**config.mk**
```make
export PLATFORM = sky130hd
export DESIGN_NAME = led_blink_code_controller
export DESIGN_NICKNAME = d
export VERILOG_FILES = /design/src/rtl/lbc_pkg.sv /design/src/rtl/led_blink_code_controller.sv /design/src/rtl/lbc_core.sv
export SDC_FILE = /design/constraint.sdc
export NUM_CORES = 1
export LEC_CHECK = 0
export BUFFER_PORTS_ARGS = -buffer_cell sky130_fd_sc_hd__buf_2
export CAP_MARGIN = 20
export CORE_ASPECT_RATIO = 0.9
export CORE_UTILIZATION = 40
export DETAILED_ROUTE_END_ITERATION = 10
export PLACE_DENSITY_LB_ADDON = 0.05
export SETUP_SLACK_MARGIN = 0.02
export SLEW_MARGIN = 20
export SYNTH_ARGS = -nofsm -noshare
export SYNTH_HDL_FRONTEND = slang
export SYNTH_SLANG_ARGS = --single-unit
```
**constraint.sdc**
```tcl
create_clock -name clk_i -period 7.5 [get_ports clk_i]
set_clock_uncertainty 0.15 [all_clocks]
set_input_delay 0.375 -clock clk_i [delete_from_list [all_inputs] [get_ports clk_i]]
set_output_delay 0.375 -clock clk_i [all_outputs]
set_load 0.005 [all_outputs]
```
**src/rtl/lbc_pkg.sv**
```systemverilog
`default_nettype none

package lbc_pkg;

  // LED drive levels
  localparam logic [9:0] LevelFull = 10'd1023;
  localparam logic [9:0] LevelDark = 10'd0;

  // Command codes carried in tuser
  typedef enum logic [1:0] {
    CMD_TICK  = 2'd0,
    CMD_OFF   = 2'd1,
    CMD_ON    = 2'd2,
    CMD_BLINK = 2'd3
  } cmd_e;

  // Operating mode
  typedef enum logic [1:0] {
    MODE_OFF   = 2'd0,
    MODE_ON    = 2'd1,
    MODE_BLINK = 2'd2
  } mode_e;

  // Blink code phase
  typedef enum logic {
    PHASE_INTERVAL = 1'b0,
    PHASE_BLINKING = 1'b1
  } phase_e;

  // One request as held in the input stage
  typedef struct packed {
    cmd_e        command;
    logic [31:0] now_ms;
    logic [15:0] half_period_ms;
    logic [15:0] pause_ms;
    logic [7:0]  blink_target;
  } lbc_item_t;

  // One result as held in the output stage
  typedef struct packed {
    logic [9:0] level;
    logic       level_written;
    mode_e      mode;
    phase_e     blink_phase;
  } lbc_result_t;

endpackage

`default_nettype wire

```
**src/rtl/led_blink_code_controller.sv**
```systemverilog
// A request is registered in the input stage, then in the output stage that drives m_axis.
// Throughput: one request per cycle unless the output stalls; input and output stages
// each hold one request and the input stage refills while the output stage drains.
// Reset (rst_ni low, asynchronous): LED dark, mode off, interval phase,
// stored settings and time stamps zero, both stages empty.
`default_nettype none

module led_blink_code_controller import lbc_pkg::*; (
  input  wire logic        clk_i,
  input  wire logic        rst_ni,
  input  wire logic        s_axis_tvalid_i,
  output      logic        s_axis_tready_o,
  // [31:0] now_ms, [47:32] half_period_ms, [63:48] pause_ms, [71:64] blink_target
  input  wire logic [71:0] s_axis_tdata_i,
  // [1:0] command
  input  wire logic [1:0]  s_axis_tuser_i,
  output      logic        m_axis_tvalid_o,
  input  wire logic        m_axis_tready_i,
  // [9:0] level, [10] level_written, [12:11] mode, [13] blink_phase, [15:14] zero
  output      logic [15:0] m_axis_tdata_o
);

  logic        in_valid_q;
  lbc_item_t   in_item_q;
  logic        out_valid_q;
  lbc_result_t out_result_q;
  lbc_result_t result;
  logic        advance;

  // Move a request forward when the output stage is free or draining
  assign advance         = in_valid_q && (!out_valid_q || m_axis_tready_i);
  assign s_axis_tready_o = !in_valid_q || advance;

  // Input stage control
  always_ff @(posedge clk_i or negedge rst_ni) begin
    if (!rst_ni) begin
      in_valid_q <= 1'b0;
    end else if (s_axis_tready_o) begin
      in_valid_q <= s_axis_tvalid_i;
    end
  end

  // Input stage payload
  always_ff @(posedge clk_i) begin
    if (s_axis_tready_o && s_axis_tvalid_i) begin
      in_item_q.command        <= cmd_e'(s_axis_tuser_i);
      in_item_q.now_ms         <= s_axis_tdata_i[31:0];
      in_item_q.half_period_ms <= s_axis_tdata_i[47:32];
      in_item_q.pause_ms       <= s_axis_tdata_i[63:48];
      in_item_q.blink_target   <= s_axis_tdata_i[71:64];
    end
  end

  lbc_core u_core (
    .clk_i     (clk_i),
    .rst_ni    (rst_ni),
    .advance_i (advance),
    .item_i    (in_item_q),
    .result_o  (result)
  );

  // Output stage control
  always_ff @(posedge clk_i or negedge rst_ni) begin
    if (!rst_ni) begin
      out_valid_q <= 1'b0;
    end else if (advance) begin
      out_valid_q <= 1'b1;
    end else if (m_axis_tready_i) begin
      out_valid_q <= 1'b0;
    end
  end

  // Output stage payload
  always_ff @(posedge clk_i) begin
    if (advance) begin
      out_result_q <= result;
    end
  end

  assign m_axis_tvalid_o = out_valid_q;
  assign m_axis_tdata_o  = {2'b00, out_result_q.blink_phase, out_result_q.mode,
                            out_result_q.level_written, out_result_q.level};

endmodule

`default_nettype wire

```
**src/rtl/lbc_core.sv**
```systemverilog
`default_nettype none

module lbc_core import lbc_pkg::*; (
  input  wire logic        clk_i,
  input  wire logic        rst_ni,
  input  wire logic        advance_i,
  input  wire lbc_item_t   item_i,
  output lbc_result_t      result_o
);

  mode_e       mode_q, mode_d;
  phase_e      phase_q, phase_d;
  logic        lit_q, lit_d;
  logic [7:0]  blinks_q, blinks_d;
  logic [31:0] toggle_stamp_q, toggle_stamp_d;
  logic [31:0] pause_stamp_q, pause_stamp_d;
  logic [15:0] half_period_q, half_period_d;
  logic [15:0] pause_q, pause_d;
  logic [7:0]  target_q, target_d;
  logic [9:0]  level_q, level_d;
  logic        wrote;

  logic [31:0] toggle_elapsed;
  logic [31:0] pause_elapsed;
  logic        toggle_due;
  logic        pause_due;
  logic [7:0]  blinks_inc;

  // Wrap-safe elapsed time since the last toggle and since the interval phase began
  assign toggle_elapsed = item_i.now_ms - toggle_stamp_q;
  assign pause_elapsed  = item_i.now_ms - pause_stamp_q;
  assign toggle_due     = toggle_elapsed >= {16'd0, half_period_q};
  assign pause_due      = pause_elapsed >= {16'd0, pause_q};
  assign blinks_inc     = blinks_q + 8'd1;

  // Next state for the request in the input stage
  always_comb begin
    mode_d         = mode_q;
    phase_d        = phase_q;
    lit_d          = lit_q;
    blinks_d       = blinks_q;
    toggle_stamp_d = toggle_stamp_q;
    pause_stamp_d  = pause_stamp_q;
    half_period_d  = half_period_q;
    pause_d        = pause_q;
    target_d       = target_q;
    level_d        = level_q;
    wrote          = 1'b0;
    case (item_i.command)
      CMD_OFF: begin
        mode_d  = MODE_OFF;
        level_d = LevelDark;
        wrote   = 1'b1;
      end
      CMD_ON: begin
        mode_d  = MODE_ON;
        level_d = LevelFull;
        wrote   = 1'b1;
      end
      CMD_BLINK: begin
        // Merge nonzero settings and restart dark in the interval phase
        mode_d = MODE_BLINK;
        if (item_i.half_period_ms != 16'd0) half_period_d = item_i.half_period_ms;
        if (item_i.pause_ms != 16'd0) pause_d = item_i.pause_ms;
        if (item_i.blink_target != 8'd0) target_d = item_i.blink_target;
        blinks_d      = 8'd0;
        phase_d       = PHASE_INTERVAL;
        pause_stamp_d = item_i.now_ms;
        lit_d         = 1'b0;
        level_d       = LevelDark;
        wrote         = 1'b1;
      end
      default: begin
        // Tick: only acts in blink code mode
        if (mode_q == MODE_BLINK) begin
          if (phase_q == PHASE_BLINKING) begin
            if (toggle_due) begin
              toggle_stamp_d = item_i.now_ms;
              lit_d          = !lit_q;
              level_d        = lit_q ? LevelDark : LevelFull;
              wrote          = 1'b1;
              // Count the dark edge and close the group when done, leaving blink mode if a target is set
              if (lit_q) begin
                blinks_d = blinks_inc;
                if (target_q == 8'd0 || blinks_inc >= target_q) begin
                  phase_d       = PHASE_INTERVAL;
                  pause_stamp_d = item_i.now_ms;
                  blinks_d      = 8'd0;
                  if (target_q != 8'd0) begin
                    mode_d  = MODE_OFF;
                    level_d = LevelDark;
                  end
                end
              end
            end
          end else if (pause_due) begin
            phase_d        = PHASE_BLINKING;
            toggle_stamp_d = item_i.now_ms;
          end
        end
      end
    endcase
  end

  // Result of this request
  assign result_o.level         = level_d;
  assign result_o.level_written = wrote;
  assign result_o.mode          = mode_d;
  assign result_o.blink_phase   = phase_d;

  // Commit state as the request moves to the output stage
  always_ff @(posedge clk_i or negedge rst_ni) begin
    if (!rst_ni) begin
      mode_q         <= MODE_OFF;
      phase_q        <= PHASE_INTERVAL;
      lit_q          <= 1'b0;
      blinks_q       <= 8'd0;
      toggle_stamp_q <= 32'd0;
      pause_stamp_q  <= 32'd0;
      half_period_q  <= 16'd0;
      pause_q        <= 16'd0;
      target_q       <= 8'd0;
      level_q        <= LevelDark;
    end else if (advance_i) begin
      mode_q         <= mode_d;
      phase_q        <= phase_d;
      lit_q          <= lit_d;
      blinks_q       <= blinks_d;
      toggle_stamp_q <= toggle_stamp_d;
      pause_stamp_q  <= pause_stamp_d;
      half_period_q  <= half_period_d;
      pause_q        <= pause_d;
      target_q       <= target_d;
      level_q        <= level_d;
    end
  end

endmodule

`default_nettype wire
```
==> results by group, run 1 <==
Power
  • Switch share: about two fifths
  • PwrDens: 347 mW/mm^2
  • Cell Int Power: around 3.3 mW
  • Leak: approximately 6.9 nW
  • Worst vdd ir: 0.197 mV
  • Comb pwr share: 49.2%
  • P_sw: approximately 2.2 mW
  • Final Power: between 5 and 6 mW
  • Reg power frac: a little under a third
  • Clk pwr share: 20.5%

STA
  • Final setup fails: 0
  • F_max: between 0.15 and 0.2 GHz
  • Min Tclk post-route: between 5 and 6 ns
  • PnR worst setup slack: 1.70 ns
  • Setup TNS: 0 ns
  • Pins Over Slew Limit: 0
  • Final Hold Viols: 0
  • Worst relative slew slack: about 28%
  • Worst Tran Pin Value: about 1.1 ns
  • RSZ-0062 raised after global routing: no
  • Final period util: about 77%

GRT
  • Global-route wire length before repair: about 57000 microns
  • Vias in the first global route: 10213
  • Gr ovfl total: 0
  • Largest net degree at the start of global routing: 84
  • Tot GR Track Use: about a fifth
  • Initial antenna violation count: 1

Synth
  • Area leader, netlist: dfrtp_1
  • Synth Register Bits: 216
  • Post-synth EDFFs: between 80 and 90
  • Mapped Cells: 1296
  • Distinct cells, synth: between 70 and 80
  • Mapped cell area: about 0.013 sq mm
  • Yosys warns: 0
  • Synth Flop Type: dfrtp_1
  • Top-area cell type share of the netlist area: between 20% and 30%
  • Mean Syn Cell Area: 10.3 sq um
  • Sequential fraction of the synthesis area: 43.6%
  • Ys async rst share: approximately 59%
  • Top post-synthesis cells by area: dfrtp_1 24%, edfxtp_1 20%, ha_1 10%

Drt
  • Vias per cell: 5.50
  • Vias: approximately 10000
  • Per-cell routed wire length: 18.5 microns
  • Initial DRC count: approximately 620
  • WL final: ~35000 microns
  • DRC Markers: 0
  • Routed Antenna Nets: 0
  • First-pass DRT Iterations: 5

Hold path
  • Worst hold path type: in -> async

Floorplanning
  • Die H: approximately 180 microns
  • I/O Pins: 96
  • Starting density of the core: about 40%
  • Rows: 63
  • Die Area: 0.0343 sq mm
  • Core region area: around 0.033 sq mm
  • Die Wd: between 150 and 200 microns

Clocking
  • Root Driver: clkbuf_16
  • Reg clk slew, reported paths: 0.06 ns
  • Sink Count: roughly 220
  • TritonCTS Buffers: 25
  • Buffer count from post-CTS setup fixing: 0
  • CTS resizes: 0
  • Deepest clock path buffer count: 3
  • Clk_lat worst skew: 0.54 ns
  • H-tree depth: 1
  • CTS tree: done
  • Hold-fix buffers, CTS: 78

Placed design
  • GPL Wtd Cong: 0.895
  • Dpl hpwl: between 20000 and 30000 microns
  • Placed cells: roughly 1800
  • Place WS: 1.70 ns
  • I/O Buffers: 93

Critical path
  • Startpoint Class: flop
  • R2r setup slk: 1.70 ns
  • Critical Path AT: just over 6 ns
  • CP required: between 7 and 8 ns
  • Crit. End Element: flop
  • Worst setup path class: reg -> reg
  • Max FO, Critical Path: 19

Layout
  • Nets: approximately 1600
  • Layout cells sized above 1: 13.4%
  • Final non-filler cell total: ~1900
  • Commonest non-fill, non-tap cells in the layout: 128 x inv_1, 128 x dfrtp_1, 107 x ha_1
  • Syn-to-layout area delta: 18.0%

Outcome
  • Status: completed

Job
  • Max cap viols: 0
## registers in the layout, summed over array words and instances, names as in the netlist, 2 cells and up
| signal | count |
|---|---|
| m_axis_tdata_o | 14 |
| u_core.pause_stamp_q | 32 |
| u_core.mode_q | 2 |
| u_core.pause_q | 16 |
| in_item_q | 74 |
| u_core.toggle_stamp_q | 32 |
| u_core.target_q | 8 |
| u_core.half_period_q | 16 |
| u_core.blinks_q | 8 |
| u_core.level_q | 10 |
## kinds of logic after synthesis
logic type,Yosys count,synth area share [%]
AO/OA/AOI/OAI,328,16.8
AND/OR/NAND/NOR,325,12.7
flip-flops,216,43.6
buffers and inverters,170,5.08
adder cells (fa/ha/maj),109,10.3
multiplexers,109,9.10
XOR/XNOR,38,2.48
other,1,0.0280
## synth_stat cells (10+ instances only)
library cell  number
ha_1             107
a211oi_1          12
dfrtp_1          128
a21o_1            44
mux2_2            45
clkbuf_1          24
a21oi_1           82
buf_2             10
nor4_1            19
a31oi_1           17
nor2_1            55
nand3_1           37
and4_1            14
o21ai_0           54
nor3_1            14
nand2_1           83
xnor2_1           23
and3_1            12
o21bai_1          11
or3_1             13
mux2_1            58
a22o_1            11
xor2_1            15
nand4_1           29
o21a_1            16
o211ai_1          10
inv_1            128
edfxtp_1          88
## critical path: stages (launching register included)
cell and delay [ns]:
edfxtp_1 0.48, ha_1 0.40, a21oi_1 0.15, a2111oi_4 0.49, nor2_1 0.12, and2_1 0.21
o21ai_0 0.29, xor2_1 0.20, ha_1 0.27, nand4_1 0.12, nor2_1 0.06, a211o_1 0.26
a21oi_1 0.22, o21ai_0 0.13, nor4_1 0.33, nand4_1 0.28, o311a_1 0.46, a21oi_4 0.47
buf_16 0.24, mux2_2 0.34
## power by group through the flow
stage                     logic [mW]  registers, mW  clock network, mW
final                           2.70           1.66               1.12
after global routing            3.05           1.70               1.21
after CTS                       2.70           1.66               1.17
after detailed placement        2.65           1.68                  0
after global placement          2.63           1.67                  0
after floorplan                 2.02           1.63                  0
## per-layer routing
metal	part of all wire, %	global-route usage, %	vias to the layer above
met1	51	31.0	5051
met4	2.1	4.79	0
met2	43	31.9	222
met5	0	0	-
met3	4.1	2.98	45
li1	-	-	5130
## path summary, 6_finish.rpt
check,startpoint,cells past startpoint,endpoint
worst min register to register,in_valid_q,1,m_axis_tvalid_o
worst max-delay path,in_item_q[42],19,u_core.pause_stamp_q[2]
worst max register to register,in_item_q[42],19,u_core.pause_stamp_q[2]
max in group asynchronous,rst_ni,3,u_core.pause_q[14]
min in group clk_i,in_valid_q,1,m_axis_tvalid_o
worst min-delay path,rst_ni,2,u_core.level_q[2]
## cell type report
cell class | instances | area [sq um]
antenna | 1 | 2.50
clock buffer | 41 | 716
clock inverter | 3 | 17.5
fill | 3114 | 17100
inverter | 129 | 484
multi-input combinational | 911 | 6900
sequential | 216 | 5850
tap | 422 | 528
timing repair buffer | 178 | 1330
## metrics by stage
stage	util, %	hold WS (ns)	area [sq um]
floorplan	-	-0.0706	13400
global placement	43.3	0.317	14300
detailed placement	43.4	0.325	14300
CTS	48.0	0.329	15800
global route	48.0	0.352	15800
finish	48.0	0.295	15800
(Power assumes the default switching activity.)
==> run 2, diff against run 1 <==
==> constraint.sdc (replaced) <==
create_clock -name clk_i -period 4.9 [get_ports clk_i]
set_clock_uncertainty 0.15 [all_clocks]
set_input_delay 0.245 -clock clk_i [delete_from_list [all_inputs] [get_ports clk_i]]
set_output_delay 0.245 -clock clk_i [all_outputs]
set_load 0.005 [all_outputs]
==> results by group, run 2 (synthesis gave the netlist of run 1 again) <==
GRT
  • Initial antenna violation count: 0 (-1)
  • Vias in the first global route: 10405 (+1.9%)
  • Largest net degree at the start of global routing: 91 (+8.3%)
  • Gr ovfl total: 0 (unchanged)
  • Tot GR Track Use: 20.5% (-0.34 points)
  • Global-route wire length before repair: 55800 microns (-1.3%)

Critical path
  • CP required: 5.18 ns (-2.58 ns)
  • Crit path from: in_item_q[47]
  • Startpoint Class: flop
  • Worst setup path class: reg -> reg
  • Reg2Reg Launch Point: in_item_q[47]
  • Max FO, Critical Path: 6 (-13)
  • Crit. End Element: flop
  • Critical Path AT: 5.19 ns (-0.87 ns)

Layout
  • Area of the multi-input gates: 0.00738 sq mm (+6.8%)
  • Nets: 1738 (+5.5%)
  • Commonest non-fill, non-tap cells in the layout: 128 x dfrtp_1, 126 x inv_1, 104 x ha_1
  • Layout cells sized above 1: 24.7% (+11 points)
  • Max reg flops: 74 (unchanged)
  • Ant diodes: 0 (-1)
  • Most common cell after layout, fill and taps aside: dfrtp_1
  • Biggest regs: in_item_q x74, u_core.pause_stamp_q x32, u_core.toggle_stamp_q x32
  • Register area: 0.00585 sq mm (unchanged)
  • Syn-to-layout area delta: 28.6%
  • Post-Route Utilization: 52.3% (+4.3 points)
  • Biggest register: in_item_q
  • Post-route cell area: 0.0172 sq mm (+9.0%)
  • Fillcell total: 3035 (-2.5%)

Clocking
  • Clk_lat worst skew: 0.55 ns (about the same)
  • Root Driver: clkbuf_16
  • Deepest clock path buffer count: 3 (unchanged)
  • H-tree depth: 1 (unchanged)
  • Reg clk slew, reported paths: 0.06 ns (about the same)
  • CTS tree: done
  • TritonCTS Buffers: 25 (unchanged)
  • Sink Count: 216 (unchanged)

Floorplanning
  • I/O Pins: 96 (unchanged)
  • Die Area: 0.0343 sq mm (unchanged)
  • Core region area: 0.0329 sq mm (unchanged)
  • Starting density of the core: 40.7% (unchanged)
  • Die Wd: 195 microns (unchanged)
  • Rows: 63 (unchanged)
  • Die H: 176 microns (unchanged)

Drt
  • M1 WL: 17900 microns (+0.35%)
  • Metal2 WL: 15800 microns (+3.3%)
  • Per-cell routed wire length: 18.0 microns (-2.9%)
  • Vias per cell: 5.38 (-2.2%)
  • First-pass DRT Iterations: 5 (unchanged)
  • Routed Antenna Nets: 0 (unchanged)
  • DRC Markers: 0 (unchanged)
  • Vias: 10708 (+2.5%)
  • Highest routed layer: met4
  • Initial DRC count: 577 (-7.1%)
  • Met3 wire length: 1460 microns (+2.0%)
  • WL final: 35800 microns (+1.7%)

Power
  • Worst vdd ir: 0.305 mV (+55%)
  • Leak: 7.73 nW (+11%)
  • Final Power: 9.35 mW (+70%)
  • PwrDens: 542 mW/mm^2 (+56%)

STA
  • Final Hold Viols: 0 (unchanged)
  • Worst Tran Pin Value: 0.924 ns (-0.147 ns)
  • Final period util: 100% (+23 points)
  • RSZ-0062 raised after global routing: yes
  • Final setup fails: 3 (+3)
  • Pins Over Slew Limit: 0 (unchanged)
  • Worst relative slew slack: 38.2% (+11 points)
  • F_max: 0.204 GHz (+18%)
  • Min Tclk post-route: 4.91 ns (-0.887 ns)
  • PnR worst setup slack: -0.0127 ns (-1.71 ns)

Placed design
  • GPL Wtd Cong: 0.879 (-1.8%)
  • Dpl cell area: 0.0149 sq mm (+3.9%)
  • I/O Buffers: 93 (unchanged)
  • Place WS: -0.488 ns (-2.18 ns)
  • Dpl hpwl: 25700 microns (-0.50%)

Hold path
  • Worst hold path type: in -> async

Outcome
  • Status: finished with violations
  • Violated checks: negative setup slack

Job
  • Max cap viols: 0 (unchanged)
-- run 2: cell types whose count changed in the layout (fill, tap and decap cells not counted), sizes merged --
cell / before / now
diode: 1 / 0
clkinv: 2 / 6
inv: 129 / 130
bufinv: 0 / 3
clkinvlp: 1 / 4
buf: 100 / 185
clkbuf: 41 / 37
-- run 2: repair_timing --
| action | in CTS | in global routing |
|---|---|---|
| hold buffers | 78 | 0 |
| buffers inserted | 0 | 12 |
| gates resized for setup | 16 | 116 |
| hold endpoints to repair | 165 | 0 |
| endpoints found under the setup margin | 95 | 98 |
| pin swaps | 8 | 32 |
| cloned | 0 | 7 |
-- run 2: report_power, final --
part           switching, mW  internal (mW)  total [mW]
Sequential             0.257           2.30        2.56
Clock                  0.782           1.13        1.91
Combinational           2.62           2.27        4.88
Total                   3.66           5.69        9.35
-- run 2: final cells by class --
cell class                 instances  area share, %
clock inverter                    14          0.929
tap                              422           3.06
timing repair buffer             268           12.6
inverter                         129           2.81
clock buffer                      32           3.90
sequential                       216           33.9
multi-input combinational        911           42.8
-- run 2: per-stage QoR --
step | hold WS [ns] | cells | TNS (ns)
global route | 0.230 | 1992 | -13.12
global placement | 0.259 | 1849 | -19.22
detailed placement | 0.263 | 1849 | -21.31
CTS | 0.216 | 1973 | 0
floorplan | -0.201 | 1297 | 0
finish | 0.206 | 1992 | -0.0255
-- run 2: critical path, cell delays in order, from the launching register on --
cell	delay, ns
edfxtp_1	0.49
ha_1	0.33
a21o_1	0.22
a2111oi_2	0.37
a211o_1	0.17
nand2_1	0.07
a21o_1	0.20
a21oi_2	0.15
xnor2_1	0.14
ha_1	0.28
a21oi_1	0.16
nand2_1	0.11
a2111oi_4	0.28
nand3_1	0.13
a221oi_2	0.21
nand4_1	0.20
nor4_4	0.40
buf_4	0.19
nor3_4	0.07
clkbuf_16	0.18
mux2_1	0.31
-- run 2: per-layer routing --
layer | GRT usage [%] | up-vias
li1 | - | 5326
met2 | 31.3 | 203
met5 | 0 | -
met1 | 30.0 | 5138
met3 | 3.32 | 41
met4 | 5.54 | 0
-- run 2: worst paths after layout --
| check | end | slack, ns | depth (start not counted) |
|---|---|---|---|
| worst max-delay path | u_core.toggle_stamp_q[20] | -0.01 | 20 |
| worst min-delay path | u_core.level_q[2] | 0.21 | 2 |
| worst max register to register | u_core.toggle_stamp_q[20] | -0.01 | 20 |
| worst min register to register | u_core.toggle_stamp_q[5] | 0.34 | 1 |
| max in group asynchronous | u_core.toggle_stamp_q[20] | 3.27 | 3 |
| min in group clk_i | in_item_q[52] | 0.25 | 2 |
==> run 3, diff against run 2 <==
--- a/config.mk
+++ b/config.mk
@@ -5,6 +5,7 @@
 export SDC_FILE = /design/constraint.sdc
 export NUM_CORES = 1
 export LEC_CHECK = 0
+export ABC_AREA = 1
 export BUFFER_PORTS_ARGS = -buffer_cell sky130_fd_sc_hd__buf_2
 export CAP_MARGIN = 20
 export CORE_ASPECT_RATIO = 0.9
@@ -12,7 +13,6 @@
 export DETAILED_ROUTE_END_ITERATION = 10
 export PLACE_DENSITY_LB_ADDON = 0.05
 export SETUP_SLACK_MARGIN = 0.02
-export SLEW_MARGIN = 20
 export SYNTH_ARGS = -nofsm -noshare
 export SYNTH_HDL_FRONTEND = slang
 export SYNTH_SLANG_ARGS = --single-unit
==> results by group, run 3 <==
Job
  • Max cap viols: 0 (unchanged)

Layout
  • Commonest non-fill, non-tap cells in the layout: 596 x nand2_1, 391 x inv_1, 128 x dfrtp_1
  • Ant diodes: 0 (unchanged)
  • Post-route cell area: 0.0170 sq mm (-1.1%)
  • Layout cells sized above 1: 13.7% (-11 points)
  • Biggest register: in_item_q
  • Fillcell total: 3581 (+18%)
  • Biggest regs: in_item_q x74, u_core.pause_stamp_q x32, u_core.toggle_stamp_q x32
  • Nets: 2266 (+30%)
  • Most common cell after layout, fill and taps aside: nand2_1
  • Max reg flops: 74 (unchanged)
  • Syn-to-layout area delta: 18.1%

Floorplanning
  • Die H: 182 microns (+3.7%)
  • I/O Pins: 96 (unchanged)
  • Die Area: 0.0369 sq mm (+7.6%)
  • Starting density of the core: 40.9% (+0.21 points)
  • Rows: 65 (+3.2%)
  • Core region area: 0.0353 sq mm (+7.1%)
  • Die Wd: 202 microns (+3.7%)

Placed design
  • Dpl hpwl: 27700 microns (+7.8%)
  • I/O Buffers: 93 (unchanged)
  • Dpl cell area: 0.0154 sq mm (+3.5%)
  • GPL Wtd Cong: 0.884 (+0.64%)

Synth
  • Most common library cells after synthesis: 596 x nand2_1, 392 x inv_1, 128 x dfrtp_1
  • Mapped Cells: 1893 (+46%)
  • Top post-synthesis cells by area: dfrtp_1 22%, edfxtp_1 18%, nand2_1 15%
  • Area leader, netlist: dfrtp_1
  • Cell with the most instances after synthesis: nand2_1
  • Post-synth EDFFs: 88 (unchanged)
  • Synth Flop Type: dfrtp_1
  • Ys async rst share: 59.3% (unchanged)
  • Mean Syn Cell Area: 7.63 sq um (-26%)
  • Mapped cell area: 0.0144 sq mm (+7.7%)
  • Top-area cell type share of the netlist area: 22.2% (-1.7 points)
  • Sequential fraction of the synthesis area: 40.5% (-3.1 points)
  • Synth Register Bits: 216 (unchanged)
  • Yosys warns: 0 (unchanged)
  • Distinct cells, synth: 43 (-46%)

Power
  • Worst vdd ir: 0.244 mV (-20%)
  • Clk pwr share: 20.7% (+0.3 points)
  • PwrDens: 556 mW/mm^2 (+2.6%)
  • Final Power: 9.48 mW (+1.4%)
  • Cell Int Power: 5.39 mW (-5.4%)
  • Switch share: 43.2% (+4.1 points)
  • Leak: 8.91 nW (+15%)
  • Comb pwr share: 51.4% (-0.8 points)
  • Reg power frac: 27.9% (+0.6 points)
  • P_sw: 4.10 mW (+12%)

Drt
  • WL final: 36200 microns (+0.95%)
  • First-pass DRT Iterations: 5 (unchanged)
  • Vias: 11859 (+11%)
  • Vias per cell: 4.62 (-14%)
  • Initial DRC count: 630 (+9.2%)
  • Per-cell routed wire length: 14.1 microns (-22%)
  • Routed Antenna Nets: 0 (unchanged)
  • DRC Markers: 0 (unchanged)

Critical path
  • Startpoint Class: flop
  • Worst setup path class: reg -> reg
  • Critical Path AT: 4.51 ns (-0.68 ns)
  • CP required: 5.23 ns (+0.05 ns)
  • Crit. End Element: flop
  • Max FO, Critical Path: 31 (+25)

GRT
  • Vias in the first global route: 11504 (+11%)
  • Gr ovfl total: 0 (unchanged)
  • Tot GR Track Use: 20.0% (-0.51 points)
  • Initial antenna violation count: 0 (unchanged)
  • Global-route wire length before repair: 59000 microns (+5.8%)
  • Largest net degree at the start of global routing: 63 (-31%)

Hold path
  • Worst hold path type: in -> async

STA
  • RSZ-0062 raised after global routing: no
  • Final period util: 85.2% (-15 points)
  • Final Hold Viols: 0 (unchanged)
  • Worst relative slew slack: 35.5% (-2.8 points)
  • Pins Over Slew Limit: 0 (unchanged)
  • F_max: 0.239 GHz (+18%)
  • Min Tclk post-route: 4.18 ns (-0.737 ns)
  • Setup TNS: 0 ns (+0.0255 ns)
  • Worst Tran Pin Value: 0.964 ns (+0.0404 ns)
  • Hold WS: 0.0120 ns (-0.194 ns)
  • Final setup fails: 0 (-3)

Clocking
  • Sink Count: 216 (unchanged)
  • TritonCTS Buffers: 26 (+4.0%)
  • Root Driver: clkbuf_16
  • Reg clk slew, reported paths: 0.06 ns (about the same)
  • Deepest clock path buffer count: 3 (unchanged)
  • H-tree depth: 1 (unchanged)
  • Clk_lat worst skew: 0.56 ns (about the same)
  • CTS resizes: 0 (-16)
  • Buffer count from post-CTS setup fixing: 0 (unchanged)
  • CTS tree: done
  • Hold-fix buffers, CTS: 79 (+1.3%)

Outcome
  • Status: completed
-- run 3: cell families (layout without fill, tap and decap cells) --
logic type                 count (synthesis)  after routing  synth area share, %
and+or+nand+nor                          894            894                 26.4
buffers and inverters                    427            632                 12.0
DFF                                      216            216                 40.5
AOI/OAI and AO/OA                        207            207                 9.17
adders and majority gates                109            109                 9.55
xor gates and xnor gates                  39             39                 2.37
other                                      1              2               0.0260
-- run 3: final cells by class --
class | instances | area (sq um) | share of cell area (%)
Sequential cell | 216 | 5850 | 34.3
Tap cell | 469 | 587 | 3.44
Clock inverter | 11 | 119 | 0.697
Timing Repair Buffer | 184 | 1370 | 8.01
Inverter | 400 | 1500 | 8.81
Multi-Input combinational cell | 1251 | 6880 | 40.3
Clock buffer | 37 | 753 | 4.42
-- run 3: worst max-delay path: stages, from the launching register on --
cell and delay (ns):
edfxtp_1 0.49, ha_1 0.43, nand2_2 0.10, nor2_1 0.13, nand2_1 0.08, nand3_2 0.12, nand3_1 0.09, nand2_1 0.13
xor2_1 0.22, ha_1 0.28, a21oi_1 0.16, o21ai_0 0.09, nor2_1 0.16, nand2_1 0.07, nor2_1 0.09, nand2_1 0.07
nor2_2 0.14, nand2_4 0.12, nand2_2 0.10, nand2_4 0.06, nand3_4 0.37, buf_4 0.29, nand2_2 0.06, o21ai_2 0.05
-- run 3: final timing paths --
| path | cells past startpoint | start | to | slack [ns] |
|---|---|---|---|---|
| max in group asynchronous | 3 | rst_ni | u_core.pause_stamp_q[16] | 3.40 |
| max | 23 | in_item_q[43] | u_core.pause_stamp_q[11] | 0.72 |
| min in group clk_i | 2 | s_axis_tdata_i[61] | in_item_q[21] | 0.24 |
| min | 2 | rst_ni | u_core.pause_q[3] | 0.01 |
| min reg2reg | 2 | u_core.level_q[1] | u_core.level_q[1] | 0.33 |
| max reg2reg | 23 | in_item_q[43] | u_core.pause_stamp_q[11] | 0.72 |
-- run 3: per-stage QoR --
stage	utilization, %	instances	setup WS (ns)
finish	48.3	2568	0.725
global route	48.3	2568	0.379
CTS	48.3	2568	0.671
floorplan	-	1894	1.68
detailed placement	43.6	2441	0.704
global placement	43.6	2441	0.690
-- run 3: metal layers --
layer	vias up	wire length, microns	global-route usage (%)
li1	6264	-	-
met1	5352	17800	28.0
met2	176	15900	31.8
met3	67	1300	2.70
met4	0	1190	6.65
met5	-	0	0
-- run 3: power groups by stage --
stage | sequential [mW] | clock [mW] | combinational (mW)
detailed placement | 2.68 | 0 | 4.85
floorplan | 2.59 | 0 | 3.72
global placement | 2.67 | 0 | 4.79
finish | 2.64 | 1.96 | 4.88
global route | 2.71 | 2.09 | 5.66
CTS | 2.65 | 2.03 | 4.93
